`config.mk`:
```
export PLATFORM = sky130hd
export DESIGN_NAME = rle_byte_decoder
export DESIGN_NICKNAME = d
export VERILOG_FILES = /design/src/hdl/rbd_pkg.sv /design/src/hdl/rbd_front.sv /design/src/hdl/rbd_queue.sv /design/src/hdl/rbd_back.sv /design/src/hdl/rle_byte_decoder.sv
export SDC_FILE = /design/constraint.sdc
export NUM_CORES = 1
export LEC_CHECK = 0
export ABC_AREA = 1
export BUFFER_PORTS_ARGS = -buffer_cell sky130_fd_sc_hd__clkbuf_2
export CORE_MARGIN = 1
export CORE_UTILIZATION = 50
export DETAILED_ROUTE_END_ITERATION = 8
export GPL_TIMING_DRIVEN = 0
export PLACE_DENSITY = 0.68
export SYNTH_ARGS = -nofsm -noshare
export SYNTH_HDL_FRONTEND = slang
export SYNTH_SLANG_ARGS = --single-unit
export TNS_END_PERCENT = 20
```
`constraint.sdc`:
```
create_clock -name clock -period 3.1 [get_ports clock]
set_clock_uncertainty 0.15 [all_clocks]
set_input_delay 0.62 -clock clock [delete_from_list [all_inputs] [get_ports clock]]
set_output_delay 0.62 -clock clock [all_outputs]
set_load 0.005 [all_outputs]
```
`src/hdl/rbd_pkg.sv`:
```
// Shared types, codes and constants of the run-length byte decoder.
package rbd_pkg;

   localparam int unsigned LEN_W       = 12;
   localparam int unsigned BYTE_W      = 8;
   localparam int unsigned LIT_W       = 7;
   localparam int unsigned MAX_LEN_DEF = 2048;
   localparam int unsigned QUEUE_DEPTH = 2;

   // Stream action codes carried in req_tuser
   localparam logic [1:0] ACT_START = 2'd0;
   localparam logic [1:0] ACT_FEED  = 2'd1;
   localparam logic [1:0] ACT_PULL  = 2'd2;

   // Result status codes carried in rsp_tuser
   localparam logic [1:0] ST_BYTE    = 2'd0;
   localparam logic [1:0] ST_NONE    = 2'd1;
   localparam logic [1:0] ST_MISUSE  = 2'd2;
   localparam logic [1:0] ST_OVERRUN = 2'd3;

   localparam logic [BYTE_W-1:0] ZERO_PACKET_HDR = 8'h80;

   typedef enum logic [1:0] {
      KIND_START,
      KIND_FEED,
      KIND_PULL,
      KIND_IDLE
   } cmd_kind_type;

   typedef struct packed {
      cmd_kind_type       kind;
      logic [BYTE_W-1:0]  data;
      logic [LEN_W-1:0]   length;
   } cmd_type;

   typedef struct packed {
      logic [BYTE_W-1:0]  out_byte;
      logic [1:0]         status;
      logic               last;
      logic               run_pending;
   } rsp_type;

endpackage

```
`src/hdl/rbd_front.sv`:
```
// Front end: classify an incoming beat and clamp the packet length.
module rbd_front #(
   parameter int unsigned MAX_PACKET_LENGTH = rbd_pkg::MAX_LEN_DEF
) (
   input  logic [1:0]                 action,
   input  logic [rbd_pkg::BYTE_W-1:0] in_byte,
   input  logic [rbd_pkg::LEN_W-1:0]  packet_length,
   output rbd_pkg::cmd_type           cmd
);

   always_comb begin
      cmd.data   = in_byte;
      cmd.length = packet_length;
      // Clamp lengths above the configured maximum
      if (32'(packet_length) > MAX_PACKET_LENGTH) begin
         cmd.length = rbd_pkg::LEN_W'(MAX_PACKET_LENGTH);
      end
      case (action)
         rbd_pkg::ACT_START: cmd.kind = rbd_pkg::KIND_START;
         rbd_pkg::ACT_FEED:  cmd.kind = rbd_pkg::KIND_FEED;
         rbd_pkg::ACT_PULL:  cmd.kind = rbd_pkg::KIND_PULL;
         default:            cmd.kind = rbd_pkg::KIND_IDLE;
      endcase
   end

endmodule

```
`src/hdl/rbd_queue.sv`:
```
// Short command queue between the front and back ends.
module rbd_queue (
   input  logic             clock,
   input  logic             reset,
   input  logic             push,
   input  rbd_pkg::cmd_type push_cmd,
   output logic             not_full,
   input  logic             pop,
   output logic             not_empty,
   output rbd_pkg::cmd_type pop_cmd
);

   localparam int unsigned PTR_W = (rbd_pkg::QUEUE_DEPTH > 1) ? $clog2(rbd_pkg::QUEUE_DEPTH) : 1;
   localparam int unsigned CNT_W = $clog2(rbd_pkg::QUEUE_DEPTH + 1);
   localparam logic [PTR_W-1:0] LAST_PTR = PTR_W'(rbd_pkg::QUEUE_DEPTH - 1);
   localparam logic [CNT_W-1:0] FULL_CNT = CNT_W'(rbd_pkg::QUEUE_DEPTH);

   rbd_pkg::cmd_type   slot_ff [rbd_pkg::QUEUE_DEPTH];
   logic [PTR_W-1:0]   wr_ptr_ff, wr_ptr_in;
   logic [PTR_W-1:0]   rd_ptr_ff, rd_ptr_in;
   logic [CNT_W-1:0]   count_ff, count_in;
   logic               do_push, do_pop;

   assign not_full  = (count_ff != FULL_CNT);
   assign not_empty = (count_ff != '0);
   assign do_push   = push && not_full;
   assign do_pop    = pop && not_empty;
   assign pop_cmd   = slot_ff[rd_ptr_ff];

   always_comb begin
      wr_ptr_in = wr_ptr_ff;
      rd_ptr_in = rd_ptr_ff;
      count_in  = count_ff;
      if (do_push) begin
         wr_ptr_in = (wr_ptr_ff == LAST_PTR) ? '0 : wr_ptr_ff + 1'b1;
      end
      if (do_pop) begin
         rd_ptr_in = (rd_ptr_ff == LAST_PTR) ? '0 : rd_ptr_ff + 1'b1;
      end
      if (do_push && !do_pop) begin
         count_in = count_ff + 1'b1;
      end else if (do_pop && !do_push) begin
         count_in = count_ff - 1'b1;
      end
   end

   always_ff @(posedge clock) begin
      if (reset) begin
         wr_ptr_ff <= '0;
         rd_ptr_ff <= '0;
         count_ff  <= '0;
      end else begin
         wr_ptr_ff <= wr_ptr_in;
         rd_ptr_ff <= rd_ptr_in;
         count_ff  <= count_in;
      end
   end

   always_ff @(posedge clock) begin
      if (do_push) begin
         slot_ff[wr_ptr_ff] <= push_cmd;
      end
   end

endmodule

```
`src/hdl/rbd_back.sv`:
```
// Back end: decoder state, byte emission and the result register.
module rbd_back (
   input  logic             clock,
   input  logic             reset,
   input  logic             cmd_valid,
   input  rbd_pkg::cmd_type cmd,
   output logic             cmd_pop,
   output logic             rsp_valid,
   input  logic             rsp_taken,
   output rbd_pkg::rsp_type rsp
);

   typedef enum logic [1:0] {
      PH_HEADER,
      PH_RUNVAL,
      PH_LITERAL
   } phase_type;

   phase_type                   phase_ff, phase_in;
   logic                        first_ff, first_in;
   logic [rbd_pkg::LIT_W-1:0]   lit_left_ff, lit_left_in;
   logic [rbd_pkg::BYTE_W-1:0]  run_value_ff, run_value_in;
   logic [rbd_pkg::LEN_W-1:0]   run_left_ff, run_left_in;
   logic [rbd_pkg::LEN_W-1:0]   produced_ff, produced_in;
   logic [rbd_pkg::LEN_W-1:0]   target_ff, target_in;
   logic                        rsp_valid_ff, rsp_valid_in;
   rbd_pkg::rsp_type            rsp_ff, rsp_in;

   logic                        room;
   logic [rbd_pkg::LEN_W-1:0]   produced_inc;
   logic                        emit_ok;
   logic [rbd_pkg::LIT_W-1:0]   lit_dec;

   assign room         = !rsp_valid_ff || rsp_taken;
   assign cmd_pop      = cmd_valid && room;
   assign rsp_valid    = rsp_valid_ff;
   assign rsp          = rsp_ff;
   assign produced_inc = produced_ff + 1'b1;
   assign emit_ok      = (produced_ff < target_ff);

   always_comb begin
      phase_in     = phase_ff;
      first_in     = first_ff;
      lit_left_in  = lit_left_ff;
      run_value_in = run_value_ff;
      run_left_in  = run_left_ff;
      produced_in  = produced_ff;
      target_in    = target_ff;
      rsp_valid_in = rsp_valid_ff;
      rsp_in       = rsp_ff;
      lit_dec      = (lit_left_ff != '0) ? lit_left_ff - 1'b1 : lit_left_ff;

      if (rsp_taken) begin
         rsp_valid_in = 1'b0;
      end

      if (cmd_pop) begin
         rsp_valid_in       = 1'b1;
         rsp_in.out_byte    = '0;
         rsp_in.status      = rbd_pkg::ST_NONE;
         rsp_in.last        = 1'b0;

         case (cmd.kind)
            rbd_pkg::KIND_START: begin
               target_in    = cmd.length;
               phase_in     = PH_HEADER;
               first_in     = 1'b1;
               lit_left_in  = '0;
               run_value_in = '0;
               run_left_in  = '0;
               produced_in  = '0;
            end
            rbd_pkg::KIND_FEED: begin
               if (run_left_ff != '0) begin
                  rsp_in.status = rbd_pkg::ST_MISUSE;
               end else if (phase_ff == PH_RUNVAL) begin
                  // Value byte of a run: load the pending run
                  run_value_in = cmd.data;
                  run_left_in  = rbd_pkg::LEN_W'(lit_left_ff);
                  lit_left_in  = '0;
                  phase_in     = PH_HEADER;
               end else if (phase_ff == PH_LITERAL) begin
                  if (emit_ok) begin
                     produced_in     = produced_inc;
                     rsp_in.status   = rbd_pkg::ST_BYTE;
                     rsp_in.out_byte = cmd.data;
                     rsp_in.last     = (produced_inc == target_ff);
                  end else begin
                     rsp_in.status = rbd_pkg::ST_OVERRUN;
                  end
                  lit_left_in = lit_dec;
                  if (lit_dec == '0) begin
                     phase_in = PH_HEADER;
                  end
               end else begin
                  // Header byte
                  if (first_ff && cmd.data == rbd_pkg::ZERO_PACKET_HDR) begin
                     run_value_in = '0;
                     run_left_in  = target_ff - produced_ff;
                  end else if (cmd.data[rbd_pkg::BYTE_W-1]) begin
                     lit_left_in = cmd.data[rbd_pkg::LIT_W-1:0];
                     phase_in    = PH_RUNVAL;
                  end else if (cmd.data != '0) begin
                     lit_left_in = cmd.data[rbd_pkg::LIT_W-1:0];
                     phase_in    = PH_LITERAL;
                  end
                  first_in = 1'b0;
               end
            end
            rbd_pkg::KIND_PULL: begin
               if (run_left_ff == '0) begin
                  rsp_in.status = rbd_pkg::ST_MISUSE;
               end else begin
                  run_left_in = run_left_ff - 1'b1;
                  if (emit_ok) begin
                     produced_in     = produced_inc;
                     rsp_in.status   = rbd_pkg::ST_BYTE;
                     rsp_in.out_byte = run_value_ff;
                     rsp_in.last     = (produced_inc == target_ff);
                  end else begin
                     rsp_in.status = rbd_pkg::ST_OVERRUN;
                  end
               end
            end
            default: begin
            end
         endcase

         rsp_in.run_pending = (run_left_in != '0);
      end
   end

   always_ff @(posedge clock) begin
      if (reset) begin
         phase_ff     <= PH_HEADER;
         first_ff     <= 1'b1;
         lit_left_ff  <= '0;
         run_value_ff <= '0;
         run_left_ff  <= '0;
         produced_ff  <= '0;
         target_ff    <= '0;
         rsp_valid_ff <= 1'b0;
      end else begin
         phase_ff     <= phase_in;
         first_ff     <= first_in;
         lit_left_ff  <= lit_left_in;
         run_value_ff <= run_value_in;
         run_left_ff  <= run_left_in;
         produced_ff  <= produced_in;
         target_ff    <= target_in;
         rsp_valid_ff <= rsp_valid_in;
      end
   end

   always_ff @(posedge clock) begin
      rsp_ff <= rsp_in;
   end

endmodule

```
`src/hdl/rle_byte_decoder.sv`:
```
// Top level of the run-length byte decoder: front end, command queue, back end.
//
//  channel | dir | tdata (low bit up)                         | tuser      | tlast
//  req_    | in  | in_byte[7:0], packet_length[19:8], pad     | action     | -
//  rsp_    | out | out_byte[7:0], run_pending[8], pad         | status     | last
//
// One beat in, one beat out, one beat per cycle sustained while rsp_ does not stall;
// the back end's registered state update sets the rate. rsp_tvalid rises once an
// accepted req beat has passed the queue slot register and then the back end's result
// register; older queued beats or a stall on rsp_ can hold it between the two.
// Reset is synchronous and clears the queue, the decoder state and rsp_tvalid.
// A stall on rsp_ holds the result register; req_ keeps taking beats until the
// two-entry queue fills, then req_tready drops.
module rle_byte_decoder #(
   parameter int unsigned MAX_PACKET_LENGTH = rbd_pkg::MAX_LEN_DEF
) (
   input  logic        clock,
   input  logic        reset,
   // Request stream
   input  logic        req_tvalid,
   output logic        req_tready,
   input  logic [23:0] req_tdata,   // [7:0] in_byte, [19:8] packet_length, [23:20] zero
   input  logic [1:0]  req_tuser,   // [1:0] action
   // Response stream
   output logic        rsp_tvalid,
   input  logic        rsp_tready,
   output logic [15:0] rsp_tdata,   // [7:0] out_byte, [8] run_pending, [15:9] zero
   output logic [1:0]  rsp_tuser,   // [1:0] status
   output logic        rsp_tlast    // last byte of the packet
);

   rbd_pkg::cmd_type front_cmd;
   rbd_pkg::cmd_type queue_cmd;
   rbd_pkg::rsp_type back_rsp;
   logic             queue_not_full;
   logic             queue_not_empty;
   logic             queue_pop;
   logic             back_valid;

   // Classify the beat and clamp its length
   rbd_front #(
      .MAX_PACKET_LENGTH(MAX_PACKET_LENGTH)
   ) u_front (
      .action        (req_tuser),
      .in_byte       (req_tdata[7:0]),
      .packet_length (req_tdata[19:8]),
      .cmd           (front_cmd)
   );

   // Decouple acceptance from execution
   rbd_queue u_queue (
      .clock     (clock),
      .reset     (reset),
      .push      (req_tvalid),
      .push_cmd  (front_cmd),
      .not_full  (queue_not_full),
      .pop       (queue_pop),
      .not_empty (queue_not_empty),
      .pop_cmd   (queue_cmd)
   );

   assign req_tready = queue_not_full;

   // Execute commands and hold the result beat
   rbd_back u_back (
      .clock     (clock),
      .reset     (reset),
      .cmd_valid (queue_not_empty),
      .cmd       (queue_cmd),
      .cmd_pop   (queue_pop),
      .rsp_valid (back_valid),
      .rsp_taken (rsp_tready),
      .rsp       (back_rsp)
   );

   assign rsp_tvalid = back_valid;
   assign rsp_tdata  = {7'd0, back_rsp.run_pending, back_rsp.out_byte};
   assign rsp_tuser  = back_rsp.status;
   assign rsp_tlast  = back_rsp.last;

endmodule

```
## Yosys cells after proc, flatten, opt, wreduce, memory -nomap -nowiden

Memories as Yosys holds them, arrays and structs flattened. A register that Yosys moved wholly into a read port is not among the register bits.
Index checks and enable logic that the tools add are counted.

- Bits in read-only memories: 0
- Memories: 1
- RAM bits: 44
- Bits of input ports: 30
- Register bits after elaboration: 71
- Bits in latches: 0

- Multipliers: 0
- Mux-type cells: 63
- $lt $le $gt $ge: 2
- Reductions and logical operators: 29
- Bitwise logic cells: 0
- Add/sub/neg operators: 8
- Divide/modulo/power cells: 0
- Eq/ne operators: 19
- Shifts and indexed selects: 0

Memory list:

| memory | depth | width | rd ports | clocked after Yosys merged registers in | wr ports | line | RTL |
|---|---|---|---|---|---|---|---|
| u_queue.slot_ff | 2 | 22 | 1 | 1 | 1 | rbd_queue.sv:18 | `rbd_pkg::cmd_type slot_ff [rbd_pkg::QUEUE_DEPTH];` |

Operators with widths:

| operator | count |
|---|---|
| 2-to-1 mux 12 bit | 12 |
| case mux 12 bit (3 select lines) | 2 |
| 2-to-1 mux 8 bit | 8 |
| 2-to-1 mux 7 bit | 7 |
| 2-to-1 mux 2 bit | 12 |
| nonzero test 12 bit | 2 |
| 2-to-1 mux 11 bit | 2 |
| case mux 11 bit (2 select lines) | 1 |
| case mux 8 bit (2 select lines) | 1 |
| AND reduction 5 bit | 3 |
| 2-to-1 mux 1 bit | 14 |
| case mux 7 bit (2 select lines) | 1 |
| adder 12 x 1 -> 12 bit (second input constant) | 1 |
| == test 12 bit | 1 |
| greater-than comparator 12 bit (second input constant) | 1 |
| zero test 12 bit | 1 |
| < comparator 12 bit | 1 |
| AND reduction 6 bit | 2 |
| subtractor 12 x 1 -> 12 bit (second input constant) | 1 |
| subtractor 12 bit | 1 |
| != test 2 bit (second input constant) | 5 |
| == test 8 bit (second input constant) | 1 |
| nonzero test 2 bit | 4 |
| nonzero test 8 bit | 1 |
| other kinds (23) | 36 |

## Logic depth before layout (Yosys ltp)

Gate-level depths: netlist of the first run.

- Depth in word-level cells: 9
- Gate-level depth with buffers: 19

## By module

Synthesis of the first run repeated with hierarchy kept, for this count alone.

- Cells, all modules: 980
- Area, all modules: 7350.8 um^2

By module, submodules not included:

| module | area each (um^2) | sequential area each (um^2) | instances | cells an instance |
|---|---|---|---|---|
| rbd_back | 5205.0 | 1461.4 | 1 | 822 |
| rbd_queue | 1830.5 | 1421.4 | 1 | 105 |
| rbd_front | 259.0 | 0.0 | 1 | 45 |
| rle_byte_decoder | 56.3 | 0.0 | 1 | 8 |

## Worst setup path after synthesis of the first run

OpenSTA, ideal clock, no wires.

- Kind: register to register
- Start point: reg with a tool-made name
- End point: reg u_back.phase_ff[0]
- Period minus slack after synthesis: 2769 ps
- Path buffers: 3
- Data required time: 2825 ps
- Arrival: 2494 ps
- Stages on the path, launching flop included: 18
- Setup slack: 331 ps
- Library setup time: 125 ps
- Cells stage by stage: dfxtp_1 buf_6 buf_4 clkbuf_1 o21ai_0 inv_1 ha_1 nand2_1 nor2_1 inv_1 nor4_1 nor2_1 nand2_2 inv_2 nand2_2 nand2_1 nand2_1 nor2_2

RTL lines:

| what | line | RTL |
|---|---|---|
| to (signal assigned) | rbd_back.sv:144 | `phase_ff <= phase_in;` |
| to (decl) | rbd_back.sv:19 | `phase_type phase_ff, phase_in;` |

==> impl_table.tex, run 1 <==
\begin{tabular}{lr}
\hline
Metric & Value \\
\hline
\multicolumn{2}{l}{\textbf{Outcome}} \\
Run status & complete, no violations \\
\multicolumn{2}{l}{\textbf{Power and ir drop}} \\
Psw & 4.17 mW \\
Logic gate share of total power & 0.525 \\
Fraction of power spent switching nets & 0.474 \\
Power per Cell Area & 1060 nW/um\^{}2 \\
Leakage power total & 3.73 nW \\
Power share of the clock group & 0.219 \\
Overall power & 8.80 mW \\
Sequential share of power & 0.256 \\
Max rail drop VDD & 0.593 mV \\
Cell internal power dissipation & 4.63 mW \\
\multicolumn{2}{l}{\textbf{Cells and area}} \\
Commonest cells after routing, fill and taps aside & sky130\_fd\_sc\_hd\_\_nand2\_1, sky130\_fd\_sc\_hd\_\_inv\_1, sky130\_fd\_sc\_hd\_\_nor2\_1, sky130\_fd\_sc\_hd\_\_a21oi\_1, sky130\_fd\_sc\_hd\_\_dfxtp\_1 \\
Antenna diode instance count & 0 \\
Total non-filler cell area in the finished layout & 8280 sq um \\
Filler cells & 1350 \\
Share of layout cells above drive strength 1 & 0.147 \\
Nets@finish & 1108 \\
Syn-to-layout area delta & 15.3\% \\
Leading cell type in the layout, fill and taps excluded & sky130\_fd\_sc\_hd\_\_nand2\_1 \\
\multicolumn{2}{l}{\textbf{Worst setup path}} \\
Worst Setup Start Kind & register \\
Required time at the worst-slack endpoint & 3.12 ns \\
Crit end category & register \\
Crit path arrival time & 2.99 ns \\
CP Class & reg -> reg \\
Maximum fanout count along the critical path & 10 \\
\multicolumn{2}{l}{\textbf{Floorplan}} \\
Initial core utilization & 0.515 \\
Die Outline Area & 14800 sq um \\
I/O pin cnt & 51 \\
Chip height & 122 um \\
Number of placement rows & 43 \\
Horizontal die dimension & 122 um \\
Core Region & 13900 sq um \\
\multicolumn{2}{l}{\textbf{Place}} \\
Dpl hpwl & 13100 um \\
Routability congestion estimate from global placement & 0.882 \\
Pre-CTS worst setup slack & -0.415 ns \\
Instance area after placement & 7650 sq um \\
\# port buffers & 37 \\
\multicolumn{2}{l}{\textbf{Synthesis}} \\
Synth cell types & 47 \\
Post-synth top area cell & sky130\_fd\_sc\_hd\_\_edfxtp\_1 \\
Synthesis Warnings & 0 \\
Main flop type after synthesis & sky130\_fd\_sc\_hd\_\_dfxtp\_1 \\
Cell Area, Synth & 7180 sq um \\
Area contributors post-synth & sky130\_fd\_sc\_hd\_\_edfxtp\_1, sky130\_fd\_sc\_hd\_\_dfxtp\_1, sky130\_fd\_sc\_hd\_\_nand2\_1, sky130\_fd\_sc\_hd\_\_inv\_1, sky130\_fd\_sc\_hd\_\_a21oi\_1 \\
Number of synthesized register bits & 116 \\
Share of Yosys cell area claimed by the top area cell type & 0.234 \\
Fraction of registers with async set or reset after synthesis & 0 \\
Sequential share of the synthesized area & 0.401 \\
Number of flops mapped to enable cells by yosys & 56 \\
Post-synthesis area per instance & 7.29 sq um \\
Synth Instances & 985 \\
\multicolumn{2}{l}{\textbf{Global routing}} \\
First-pass GRT wire length & 29200 um \\
GRT Resource Usage Total & 0.257 \\
Maximum number of pins on one net before global-route repair & 22 \\
Vias in the first global route & 6004 \\
Final global-route overflow total & 0 \\
Antenna violations before repair & 0 \\
\multicolumn{2}{l}{\textbf{Timing}} \\
Final hold violation count & 0 \\
Clock period minus final worst setup slack & 2.96 ns \\
Accumulated negative setup slack & 0 ns \\
Final slew viol count & 0 \\
Transition time at the pin with the least slew margin & 1.23 ns \\
Setup violation total in the final timing report & 0 \\
Period utilisation layout & 0.956 \\
Max-Slew Margin vs Limit & 0.182 \\
Setup ws final & 0.136 ns \\
Highest attainable clock frequency & 337 MHz \\
\multicolumn{2}{l}{\textbf{Hold path}} \\
Hold crit path type & in -> reg \\
\multicolumn{2}{l}{\textbf{Clock tree}} \\
Max clock buf depth & 2 \\
CTS Buf Count & 17 \\
CTS H-tree lvls & 4 \\
Num Clock Sinks & 116 \\
CTS tree & built \\
Clock root buffer & sky130\_fd\_sc\_hd\_\_clkbuf\_16 \\
Clock latency of the later-clocked register in the worst-skew pair & 0.43 ns \\
Clock transition time at the flip-flop clock pins of the worst setup and hold paths & 0.06 ns \\
\multicolumn{2}{l}{\textbf{Routing}} \\
Detailed-route DRC error count & 0 \\
Number of DRC violations after detailed-routing iteration 0 & 525 \\
Number of optimization iterations in the first detailed-route pass & 8 \\
Count of nets left with antenna violations after detail routing & 0 \\
Per-cell via count in the routed design & 5.27 \\
Detailed-route wire length per cell & 14.3 um \\
Total number of vias & 6557 \\
Routed Wire Length & 17800 um \\
\multicolumn{2}{l}{\textbf{Job}} \\
Reported max-cap violation count & 0 \\
\hline
\end{tabular}
[critical path: stages, from the launching register on]
cell and delay [ns]:
sky130_fd_sc_hd__dfxtp_1 0.35, sky130_fd_sc_hd__buf_6 0.15, sky130_fd_sc_hd__inv_2 0.07, sky130_fd_sc_hd__buf_6 0.14
sky130_fd_sc_hd__or2_2 0.31, sky130_fd_sc_hd__o21ai_4 0.10, sky130_fd_sc_hd__inv_2 0.07, sky130_fd_sc_hd__ha_2 0.21
sky130_fd_sc_hd__buf_4 0.14, sky130_fd_sc_hd__buf_6 0.14, sky130_fd_sc_hd__nand2_1 0.13, sky130_fd_sc_hd__inv_1 0.07
sky130_fd_sc_hd__nand2_1 0.11, sky130_fd_sc_hd__a21oi_1 0.05, sky130_fd_sc_hd__nand2_1 0.06, sky130_fd_sc_hd__nand2_1 0.09
sky130_fd_sc_hd__nand2_1 0.07, sky130_fd_sc_hd__nand3_1 0.09, sky130_fd_sc_hd__nor2_1 0.16, sky130_fd_sc_hd__nand2_1 0.06
[Yosys cell counts, types with 4 or more instances]
cell type,n
sky130_fd_sc_hd__a21oi_1,87
sky130_fd_sc_hd__buf_4,9
sky130_fd_sc_hd__buf_6,4
sky130_fd_sc_hd__clkbuf_1,20
sky130_fd_sc_hd__dfxtp_1,60
sky130_fd_sc_hd__edfxtp_1,56
sky130_fd_sc_hd__ha_1,25
sky130_fd_sc_hd__inv_1,118
sky130_fd_sc_hd__inv_2,12
sky130_fd_sc_hd__nand2_1,264
sky130_fd_sc_hd__nand2_2,8
sky130_fd_sc_hd__nand3_1,53
sky130_fd_sc_hd__nand4_1,19
sky130_fd_sc_hd__nor2_1,107
sky130_fd_sc_hd__nor2_2,4
sky130_fd_sc_hd__nor2_4,6
sky130_fd_sc_hd__nor3_1,4
sky130_fd_sc_hd__nor4_1,4
sky130_fd_sc_hd__o21ai_0,57
sky130_fd_sc_hd__o21ai_2,5
sky130_fd_sc_hd__o22ai_1,6
sky130_fd_sc_hd__or2_2,5
sky130_fd_sc_hd__xor2_1,17
[worst paths after layout]
| kind | start | slack (ns) | to | cells past startpoint |
|---|---|---|---|---|
| max | register | 0.14 | u_back.rsp[0] | 19 |
| min | req_tdata[2] | 0.23 | u_queue.slot_ff[1][14] | 1 |
| max reg2reg | register | 0.14 | u_back.rsp[0] | 19 |
| min reg2reg | u_queue.rd_ptr_ff | 0.31 | u_queue.rd_ptr_ff | 1 |
[flip-flops by register name, summed over array words and instances (netlist names), named ones only]
signal / cells
u_back.rsp: 12
u_back.lit_left_ff: 7
u_back.rsp_valid: 1
u_queue.slot_ff: 44
u_queue.count_ff: 2
u_back.target_ff: 12
u_back.run_value_ff: 8
u_back.first_ff: 1
u_back.phase_ff: 2
u_back.run_left_ff: 12
u_queue.rd_ptr_ff: 1
u_back.produced_ff: 12
u_queue.wr_ptr_ff: 1
[cells by family (layout without fill, tap and decap cells)]
kind of cell	count (synthesis)	after routing	share of synthesized area
and+or+nand+nor	485	485	0.299
AOI/OAI and AO/OA	171	171	0.128
buffers and inverters	167	241	0.0993
DFF	116	116	0.401
adders and majority gates	26	26	0.0463
xor gates and xnor gates	19	19	0.0251
other	1	7	0.000522
[layout make-up]
cell class | instances | area (sq um) | area share
multi-input cells | 708 | 3640 | 0.440
flip-flops and latches | 116 | 2880 | 0.348
inverters | 132 | 500 | 0.0604
clock buffers | 17 | 425 | 0.0514
repair buffers | 44 | 253 | 0.0305
well taps | 180 | 225 | 0.0272
plain buffers | 33 | 205 | 0.0248
clock inverters | 15 | 145 | 0.0175
[per-layer routing]
layer	routed length (um)	part of all wire	track usage	up-vias
met5	0	0	0	-
met4	362	0.020	0.0988	0
met3	801	0.045	0.0463	28
met2	8100	0.46	0.409	172
met1	8500	0.48	0.346	3024
li1	-	-	-	3333
[stage by stage]
stage | utilization | hold slack [ns] | std cells
2_1_floorplan | - | 0.276 | 991
3_3_place_gp | 0.546 | 0.289 | 1208
3_5_place_dp | 0.549 | 0.301 | 1210
4_1_cts | 0.591 | 0.226 | 1243
5_1_grt | 0.594 | 0.224 | 1245
6_report | 0.594 | 0.233 | 1245
[what timing repair did]
action                                  4_1_cts  5_1_grt
endpoints found under the hold margin         0        0
hold buffers                                  0        0
endpoints found under the setup margin       40       26
setup buffers                                 2        3
pin swaps                                     1        1
gates resized for setup                       2       11
[power by group through the flow]
stage	Clock [mW]	Sequential (mW)	Combinational (mW)
6_report	1.93	2.26	4.62
2_1_floorplan	0	2.22	3.40
5_1_grt	2.01	2.30	5.22
4_1_cts	1.94	2.25	4.53
3_5_place_dp	0	2.28	4.47
3_3_place_gp	0	2.28	4.43
Power figures use the tool's default switching activity.
==> run 2, diff against run 1 <==
Settings changed: CORE_UTILIZATION 50 to 61, CTS_CLUSTER_DIAMETER set to 200, MAX_ROUTING_LAYER set to met4, PLACE_DENSITY 0.68 to 0.8.
==> run 2 against run 1 <==
Clock power grew 9.8%. Global-route usage increased by 5.1 points. Critical path type unchanged. Count of clock-buffer cells in the layout rose by 2. Setup slack got worse by 0.018 ns.
==> impl_table.tex, run 2 (synthesized netlist as in run 1, its figures left out) <==
\begin{tabular}{lr}
\hline
Metric & Value \\
\hline
\multicolumn{2}{l}{\textbf{Outcome}} \\
Run status & complete, no violations \\
\multicolumn{2}{l}{\textbf{Place}} \\
\# port buffers & 37 (unchanged) \\
Routability congestion estimate from global placement & 0.936 (+6.1\%) \\
Dpl hpwl & 12700 um (-3.7\%) \\
Pre-CTS worst setup slack & -0.282 ns (+0.132 ns) \\
\multicolumn{2}{l}{\textbf{Routing}} \\
Detailed-route wire length per cell & 14.7 um (+3.3\%) \\
Number of DRC violations after detailed-routing iteration 0 & 552 (+5.1\%) \\
Per-cell via count in the routed design & 5.54 (+5.1\%) \\
Count of nets left with antenna violations after detail routing & 0 (unchanged) \\
Routed Wire Length & 17800 um (about the same) \\
Detailed-route DRC error count & 0 (unchanged) \\
Number of optimization iterations in the first detailed-route pass & 7 (-1) \\
Total number of vias & 6676 (+1.8\%) \\
\multicolumn{2}{l}{\textbf{Timing}} \\
Highest attainable clock frequency & 335 MHz (-0.60\%) \\
Final slew viol count & 0 (unchanged) \\
Final hold violation count & 0 (unchanged) \\
Setup ws final & 0.118 ns (-0.0180 ns) \\
Transition time at the pin with the least slew margin & 1.22 ns (-0.00658 ns) \\
Period utilisation layout & 0.962 (+0.00581) \\
Max-Slew Margin vs Limit & 0.186 (+0.00439) \\
Setup violation total in the final timing report & 0 (unchanged) \\
Unrepaired setup endpoints after global routing & true \\
Clock period minus final worst setup slack & 2.98 ns (+0.0180 ns) \\
Final Hold Slack & 0.250 ns (+0.0167 ns) \\
\multicolumn{2}{l}{\textbf{Hold path}} \\
Hold crit path type & in -> reg \\
Endpoint with the worst hold slack & u\_queue.slot\_ff[0][17] \\
Hold Path Depth & 1 (unchanged) \\
Hold path startpoint & req\_tdata[5] \\
\multicolumn{2}{l}{\textbf{Clock tree}} \\
CTS Buf Count & 17 (unchanged) \\
Total of hold buffers inserted after clock tree synthesis & 0 (unchanged) \\
Num Clock Sinks & 116 (unchanged) \\
Clock root buffer & sky130\_fd\_sc\_hd\_\_clkbuf\_16 \\
Clock latency of the later-clocked register in the worst-skew pair & 0.41 ns (-0.02 ns) \\
CTS tree & built \\
Clock transition time at the flip-flop clock pins of the worst setup and hold paths & 0.06 ns (about the same) \\
Max clock buf depth & 2 (unchanged) \\
CTS H-tree lvls & 4 (unchanged) \\
\multicolumn{2}{l}{\textbf{Worst setup path}} \\
Setup slack of the most critical reg-to-reg path & 0.12 ns (-0.02 ns) \\
R2R Path End & u\_back.lit\_left\_ff[3] \\
Required time at the worst-slack endpoint & 3.29 ns (+0.17 ns) \\
Crit end category & register \\
Length in cells of the worst reg-to-reg path & 15 (-4) \\
Maximum fanout count along the critical path & 10 (unchanged) \\
Crit path arrival time & 3.17 ns (+0.18 ns) \\
Worst Setup Start Kind & register \\
CP Class & reg -> reg \\
\multicolumn{2}{l}{\textbf{Power and ir drop}} \\
Overall power & 8.94 mW (+1.6\%) \\
Power per Cell Area & 1080 nW/um\^{}2 (+1.8\%) \\
Max rail drop VDD & 0.732 mV (+23\%) \\
Leakage power total & 3.74 nW (+0.20\%) \\
\multicolumn{2}{l}{\textbf{Floorplan}} \\
I/O pin cnt & 51 (unchanged) \\
Horizontal die dimension & 111 um (-9.3\%) \\
Chip height & 111 um (-9.3\%) \\
Number of placement rows & 39 (-9.3\%) \\
Core Region & 11500 sq um (-18\%) \\
Die Outline Area & 12200 sq um (-18\%) \\
Initial core utilization & 0.626 (+0.111) \\
\multicolumn{2}{l}{\textbf{Global routing}} \\
GRT Resource Usage Total & 0.309 (+0.0513) \\
Final global-route overflow total & 0 (unchanged) \\
First-pass GRT wire length & 29700 um (+1.6\%) \\
Antenna violations before repair & 0 (unchanged) \\
Maximum number of pins on one net before global-route repair & 22 (unchanged) \\
Vias in the first global route & 6331 (+5.4\%) \\
\multicolumn{2}{l}{\textbf{Cells and area}} \\
Core Util, Final & 0.720 (+0.126) \\
Share of layout cells above drive strength 1 & 0.139 (-0.00819) \\
Most flops, register & u\_queue.slot\_ff \\
Nets@finish & 1106 (-0.18\%) \\
Leading cell type in the layout, fill and taps excluded & sky130\_fd\_sc\_hd\_\_nand2\_1 \\
Commonest cells after routing, fill and taps aside & sky130\_fd\_sc\_hd\_\_nand2\_1, sky130\_fd\_sc\_hd\_\_inv\_1, sky130\_fd\_sc\_hd\_\_nor2\_1, sky130\_fd\_sc\_hd\_\_a21oi\_1, sky130\_fd\_sc\_hd\_\_dfxtp\_1 \\
Antenna diode instance count & 0 (unchanged) \\
Syn-to-layout area delta & 15.0\% \\
Max FFs per register & 44 (unchanged) \\
\multicolumn{2}{l}{\textbf{Job}} \\
Reported max-cap violation count & 0 (unchanged) \\
\hline
\end{tabular}
-- run 2: worst max-delay path: stages, from the launching register on --
cell                      delay, ns
sky130_fd_sc_hd__dfxtp_1       0.32
sky130_fd_sc_hd__buf_6         0.14
sky130_fd_sc_hd__inv_2         0.06
sky130_fd_sc_hd__buf_6         0.13
sky130_fd_sc_hd__or2_2         0.26
sky130_fd_sc_hd__o21ai_0       0.18
sky130_fd_sc_hd__ha_2          0.34
sky130_fd_sc_hd__nand2_1       0.12
sky130_fd_sc_hd__nor2_2        0.16
sky130_fd_sc_hd__inv_1         0.16
sky130_fd_sc_hd__nor4_2        0.29
sky130_fd_sc_hd__nor2_1        0.09
sky130_fd_sc_hd__nand2_2       0.14
sky130_fd_sc_hd__buf_6         0.18
sky130_fd_sc_hd__o21ai_2       0.07
sky130_fd_sc_hd__a21oi_2       0.10
-- run 2: worst max-delay path by stage --
| stage | startpoint | endpoint | slack [ns] | cells past startpoint |
|---|---|---|---|---|
| after floorplan | register | u_back.phase_ff[0] | 0.33 | 17 |
| after global placement | register | u_back.phase_ff[0] | -0.34 | 17 |
| after detailed placement | register | u_back.phase_ff[0] | -0.28 | 17 |
| after CTS | register | u_back.rsp[0] | 0.006 | 16 |
| after global routing | register | u_back.rsp[0] | -0.07 | 16 |
| final | register | u_back.lit_left_ff[3] | 0.12 | 15 |
-- run 2: stage by stage --
step           cells  cell area (sq um)  setup TNS, ns
2_1_floorplan    991               7200              0
3_3_place_gp    1171               7570          -4.60
3_5_place_dp    1173               7600          -3.65
4_1_cts         1204               8230              0
5_1_grt         1206               8260         -0.221
6_report        1206               8260              0
-- run 2: routing by layer --
| metal | routed length (um) | share of wire | GRT usage |
|---|---|---|---|
| met3 | 999 | 0.056 | 0.0461 |
| met5 | 0 | 0 | - |
| met2 | 8380 | 0.47 | 0.493 |
| met1 | 8030 | 0.45 | 0.400 |
| met4 | 376 | 0.021 | 0.109 |
-- run 2: area by class of cell --
type | instances | area (sq um)
Clock buffer | 19 | 433
Buffer | 34 | 209
Clock inverter | 13 | 195
Inverter | 132 | 500
Timing Repair Buffer | 41 | 230
Fill cell | 886 | 3210
Sequential cell | 116 | 2880
Tap cell | 143 | 179
Multi-Input combinational cell | 708 | 3630
-- run 2: report_power, final --
group	switching [mW]	internal, mW
registers	0.247	2.01
logic	3.10	1.47
clock network	0.757	1.36
total	4.10	4.84
-- run 2: what timing repair did --
action	4_1_cts	5_1_grt
setup buffers	0	2
endpoints found under the setup margin	31	29
gates resized for setup	0	7
pin swaps	0	1
==> run 3, diff against run 2 <==
Settings changed: SETUP_SLACK_MARGIN set to 0.3.
==> run 3 against run 2 <==
Core utilization grew 1.2 points. Global-route usage rose by 0.20 points. Setup slack improved by 0.24 ns. Via count grew 3.2%. Critical path type unchanged. Register-to-register slack better by 0.24 ns. Worst hold slack got worse by 0.0031 ns. Final cell count increased by 0.66%. Count of clock-buffer cells in the layout is the same. Die area is the same. Largest cell class unchanged. Clock power is essentially flat. Sequential cell count unchanged. Sequential power hardly changed.
==> impl_table.tex, run 3 (synthesized netlist as in run 1, its figures left out) <==
\begin{tabular}{lr}
\hline
Metric & Value \\
\hline
\multicolumn{2}{l}{\textbf{Outcome}} \\
Run status & complete, no violations \\
\multicolumn{2}{l}{\textbf{Timing}} \\
Accumulated negative setup slack & 0 ns (unchanged) \\
Final slew viol count & 0 (unchanged) \\
Clock period minus final worst setup slack & 2.75 ns (-0.237 ns) \\
Setup ws final & 0.354 ns (+0.237 ns) \\
Setup violation total in the final timing report & 0 (unchanged) \\
Period utilisation layout & 0.886 (-0.0764) \\
Final Hold Slack & 0.247 ns (-0.00314 ns) \\
Unrepaired setup endpoints after global routing & true \\
Highest attainable clock frequency & 364 MHz (+8.6\%) \\
Final hold violation count & 0 (unchanged) \\
Transition time at the pin with the least slew margin & 1.20 ns (-0.0218 ns) \\
Max-Slew Margin vs Limit & 0.201 (+0.0145) \\
\multicolumn{2}{l}{\textbf{Floorplan}} \\
Horizontal die dimension & 111 um (unchanged) \\
I/O pin cnt & 51 (unchanged) \\
Chip height & 111 um (unchanged) \\
Die Outline Area & 12200 sq um (unchanged) \\
Initial core utilization & 0.626 (unchanged) \\
Number of placement rows & 39 (unchanged) \\
Core Region & 11500 sq um (unchanged) \\
\multicolumn{2}{l}{\textbf{Routing}} \\
Total number of vias & 6890 (+3.2\%) \\
Per-cell via count in the routed design & 5.68 (+2.5\%) \\
Detailed-route DRC error count & 0 (unchanged) \\
Number of DRC violations after detailed-routing iteration 0 & 566 (+2.5\%) \\
Wire length on met3 & 981 um (-1.8\%) \\
Detailed-route wire length per cell & 15.2 um (+2.8\%) \\
Detailed route wirelength on metal2 & 8730 um (+4.1\%) \\
DR top layer & met4 \\
Routed Wire Length & 18400 um (+3.4\%) \\
Number of optimization iterations in the first detailed-route pass & 5 (-2) \\
Met1 Routed Length & 8140 um (+1.4\%) \\
Count of nets left with antenna violations after detail routing & 0 (unchanged) \\
\multicolumn{2}{l}{\textbf{Clock tree}} \\
Clock root buffer & sky130\_fd\_sc\_hd\_\_clkbuf\_16 \\
CTS tree & built \\
Total of hold buffers inserted after clock tree synthesis & 0 (unchanged) \\
Num Clock Sinks & 116 (unchanged) \\
Clock latency of the later-clocked register in the worst-skew pair & 0.41 ns (about the same) \\
Clock transition time at the flip-flop clock pins of the worst setup and hold paths & 0.06 ns (about the same) \\
CTS Buf Count & 17 (unchanged) \\
CTS H-tree lvls & 4 (unchanged) \\
Max clock buf depth & 2 (unchanged) \\
\multicolumn{2}{l}{\textbf{Worst setup path}} \\
CP Cell Sequence & buf\_6 -> inv\_2 -> buf\_6 -> or2\_2 -> o21ai\_4 -> ha\_4 -> nand2\_1 -> nor2\_2 -> inv\_2 -> nor4\_2 -> nor2\_1 -> nand2\_2 -> inv\_2 -> nand2\_2 -> nand2\_1 -> nand2\_1 -> nor2\_2 \\
CP Class & reg -> reg \\
Crit path arrival time & 2.89 ns (-0.28 ns) \\
Crit end category & register \\
Length in cells of the worst reg-to-reg path & 17 (+2) \\
Worst Setup Start Kind & register \\
Maximum fanout count along the critical path & 10 (unchanged) \\
Slowest cell on crit path & sky130\_fd\_sc\_hd\_\_dfxtp\_2 \\
Required time at the worst-slack endpoint & 3.24 ns (-0.05 ns) \\
Delay of the slowest cell on the worst path & 0.34 ns (about the same) \\
\multicolumn{2}{l}{\textbf{Hold path}} \\
Hold crit path type & in -> reg \\
Hold Path Depth & 1 (unchanged) \\
\multicolumn{2}{l}{\textbf{Global routing}} \\
Final global-route overflow total & 0 (unchanged) \\
First-pass GRT wire length & 29900 um (+0.77\%) \\
Antenna violations before repair & 0 (unchanged) \\
Maximum number of pins on one net before global-route repair & 22 (unchanged) \\
GRT Resource Usage Total & 0.311 (+0.00196) \\
Vias in the first global route & 6355 (+0.38\%) \\
\multicolumn{2}{l}{\textbf{Cells and area}} \\
Max FFs per register & 44 (unchanged) \\
Share of layout cells above drive strength 1 & 0.162 (+0.0223) \\
Commonest cells after routing, fill and taps aside & sky130\_fd\_sc\_hd\_\_nand2\_1, sky130\_fd\_sc\_hd\_\_inv\_1, sky130\_fd\_sc\_hd\_\_nor2\_1, sky130\_fd\_sc\_hd\_\_a21oi\_1, sky130\_fd\_sc\_hd\_\_dfxtp\_1 \\
Filler cells & 861 (-2.8\%) \\
Most flops, register & u\_queue.slot\_ff \\
Nets@finish & 1114 (+0.72\%) \\
Core Util, Final & 0.732 (+0.0117) \\
Leading cell type in the layout, fill and taps excluded & sky130\_fd\_sc\_hd\_\_nand2\_1 \\
Syn-to-layout area delta & 16.9\% \\
Antenna diode instance count & 0 (unchanged) \\
\multicolumn{2}{l}{\textbf{Place}} \\
\# port buffers & 37 (unchanged) \\
Pre-CTS worst setup slack & -0.282 ns (unchanged) \\
Routability congestion estimate from global placement & 0.936 (unchanged) \\
Dpl hpwl & 12700 um (unchanged) \\
\multicolumn{2}{l}{\textbf{Job}} \\
Reported max-cap violation count & 0 (unchanged) \\
\multicolumn{2}{l}{\textbf{Power and ir drop}} \\
Max rail drop VDD & 0.728 mV (-0.59\%) \\
Leakage power total & 3.80 nW (+1.5\%) \\
Power per Cell Area & 1090 nW/um\^{}2 (+0.90\%) \\
\hline
\end{tabular}
run 3: cell types whose count changed in the layout (fill, tap and decap cells not counted), moves of 2 or more:
cell,before,now
sky130_fd_sc_hd__o21ai_0,56,53
sky130_fd_sc_hd__o21ai_1,3,5
sky130_fd_sc_hd__dfxtp_2,0,2
sky130_fd_sc_hd__nand2_2,8,10
sky130_fd_sc_hd__dfxtp_1,60,58
sky130_fd_sc_hd__clkbuf_1,21,19
sky130_fd_sc_hd__buf_4,11,18
sky130_fd_sc_hd__buf_6,4,6
sky130_fd_sc_hd__o21ai_4,0,2
sky130_fd_sc_hd__inv_2,13,16
sky130_fd_sc_hd__inv_4,0,2
sky130_fd_sc_hd__inv_1,117,112
sky130_fd_sc_hd__nand2_1,264,262
run 3: critical path, delay by kind of cell, from the launching register on:
| family | cells | cell delay (ns) |
|---|---|---|
| buffers and inverters | 5 | 0.48 |
| flip-flops | 1 | 0.34 |
| adder cells (fa/ha/maj) | 1 | 0.21 |
| AND/OR/NAND/NOR | 10 | 1.33 |
| AO/OA/AOI/OAI | 1 | 0.10 |
run 3: final cells by class:
class | instances | area [sq um] | area share
well taps | 143 | 179 | 0.0213
clock inverters | 13 | 195 | 0.0233
inverters | 132 | 505 | 0.0602
repair buffers | 48 | 280 | 0.0334
clock buffers | 19 | 433 | 0.0516
plain buffers | 35 | 231 | 0.0276
flip-flops and latches | 116 | 2890 | 0.344
multi-input cells | 708 | 3680 | 0.439
run 3: path summary, 6_finish.rpt:
| kind | slack [ns] | from | endpoint |
|---|---|---|---|
| min | 0.25 | req_tdata[1] | u_queue.slot_ff[1][13] |
| min reg2reg | 0.31 | u_queue.rd_ptr_ff | u_queue.rd_ptr_ff |
| max reg2reg | 0.35 | register | u_back.phase_ff[0] |
| max | 0.35 | register | u_back.phase_ff[0] |
run 3: power breakdown:
group	total, mW	internal (mW)	switching [mW]
Combinational	4.77	1.59	3.19
Sequential	2.27	2.01	0.255
Clock	2.12	1.36	0.764
Total	9.17	4.96	4.20
run 3: repair_timing:
action                                  4_1_cts  5_1_grt
pin swaps                                     0        5
gates cloned                                  0        2
setup buffers                                 2        5
resized for setup                            12       33
endpoints found under the setup margin       58       31
run 3: routing by layer:
| layer | track usage | up-vias |
|---|---|---|
| li1 | - | 3341 |
| met1 | 0.402 | 3199 |
| met2 | 0.496 | 294 |
| met3 | 0.0472 | 56 |
| met4 | 0.112 | 0 |
| met5 | - | - |
run 3: per-stage QoR:
stage / area [sq um] / power [mW] / std cells
finish: 8390 / 9.17 / 1214
global placement: 7570 / 6.61 / 1171
CTS: 8270 / 8.89 / 1207
global route: 8390 / 9.83 / 1214
floorplan: 7200 / 5.63 / 991
detailed placement: 7600 / 6.70 / 1173
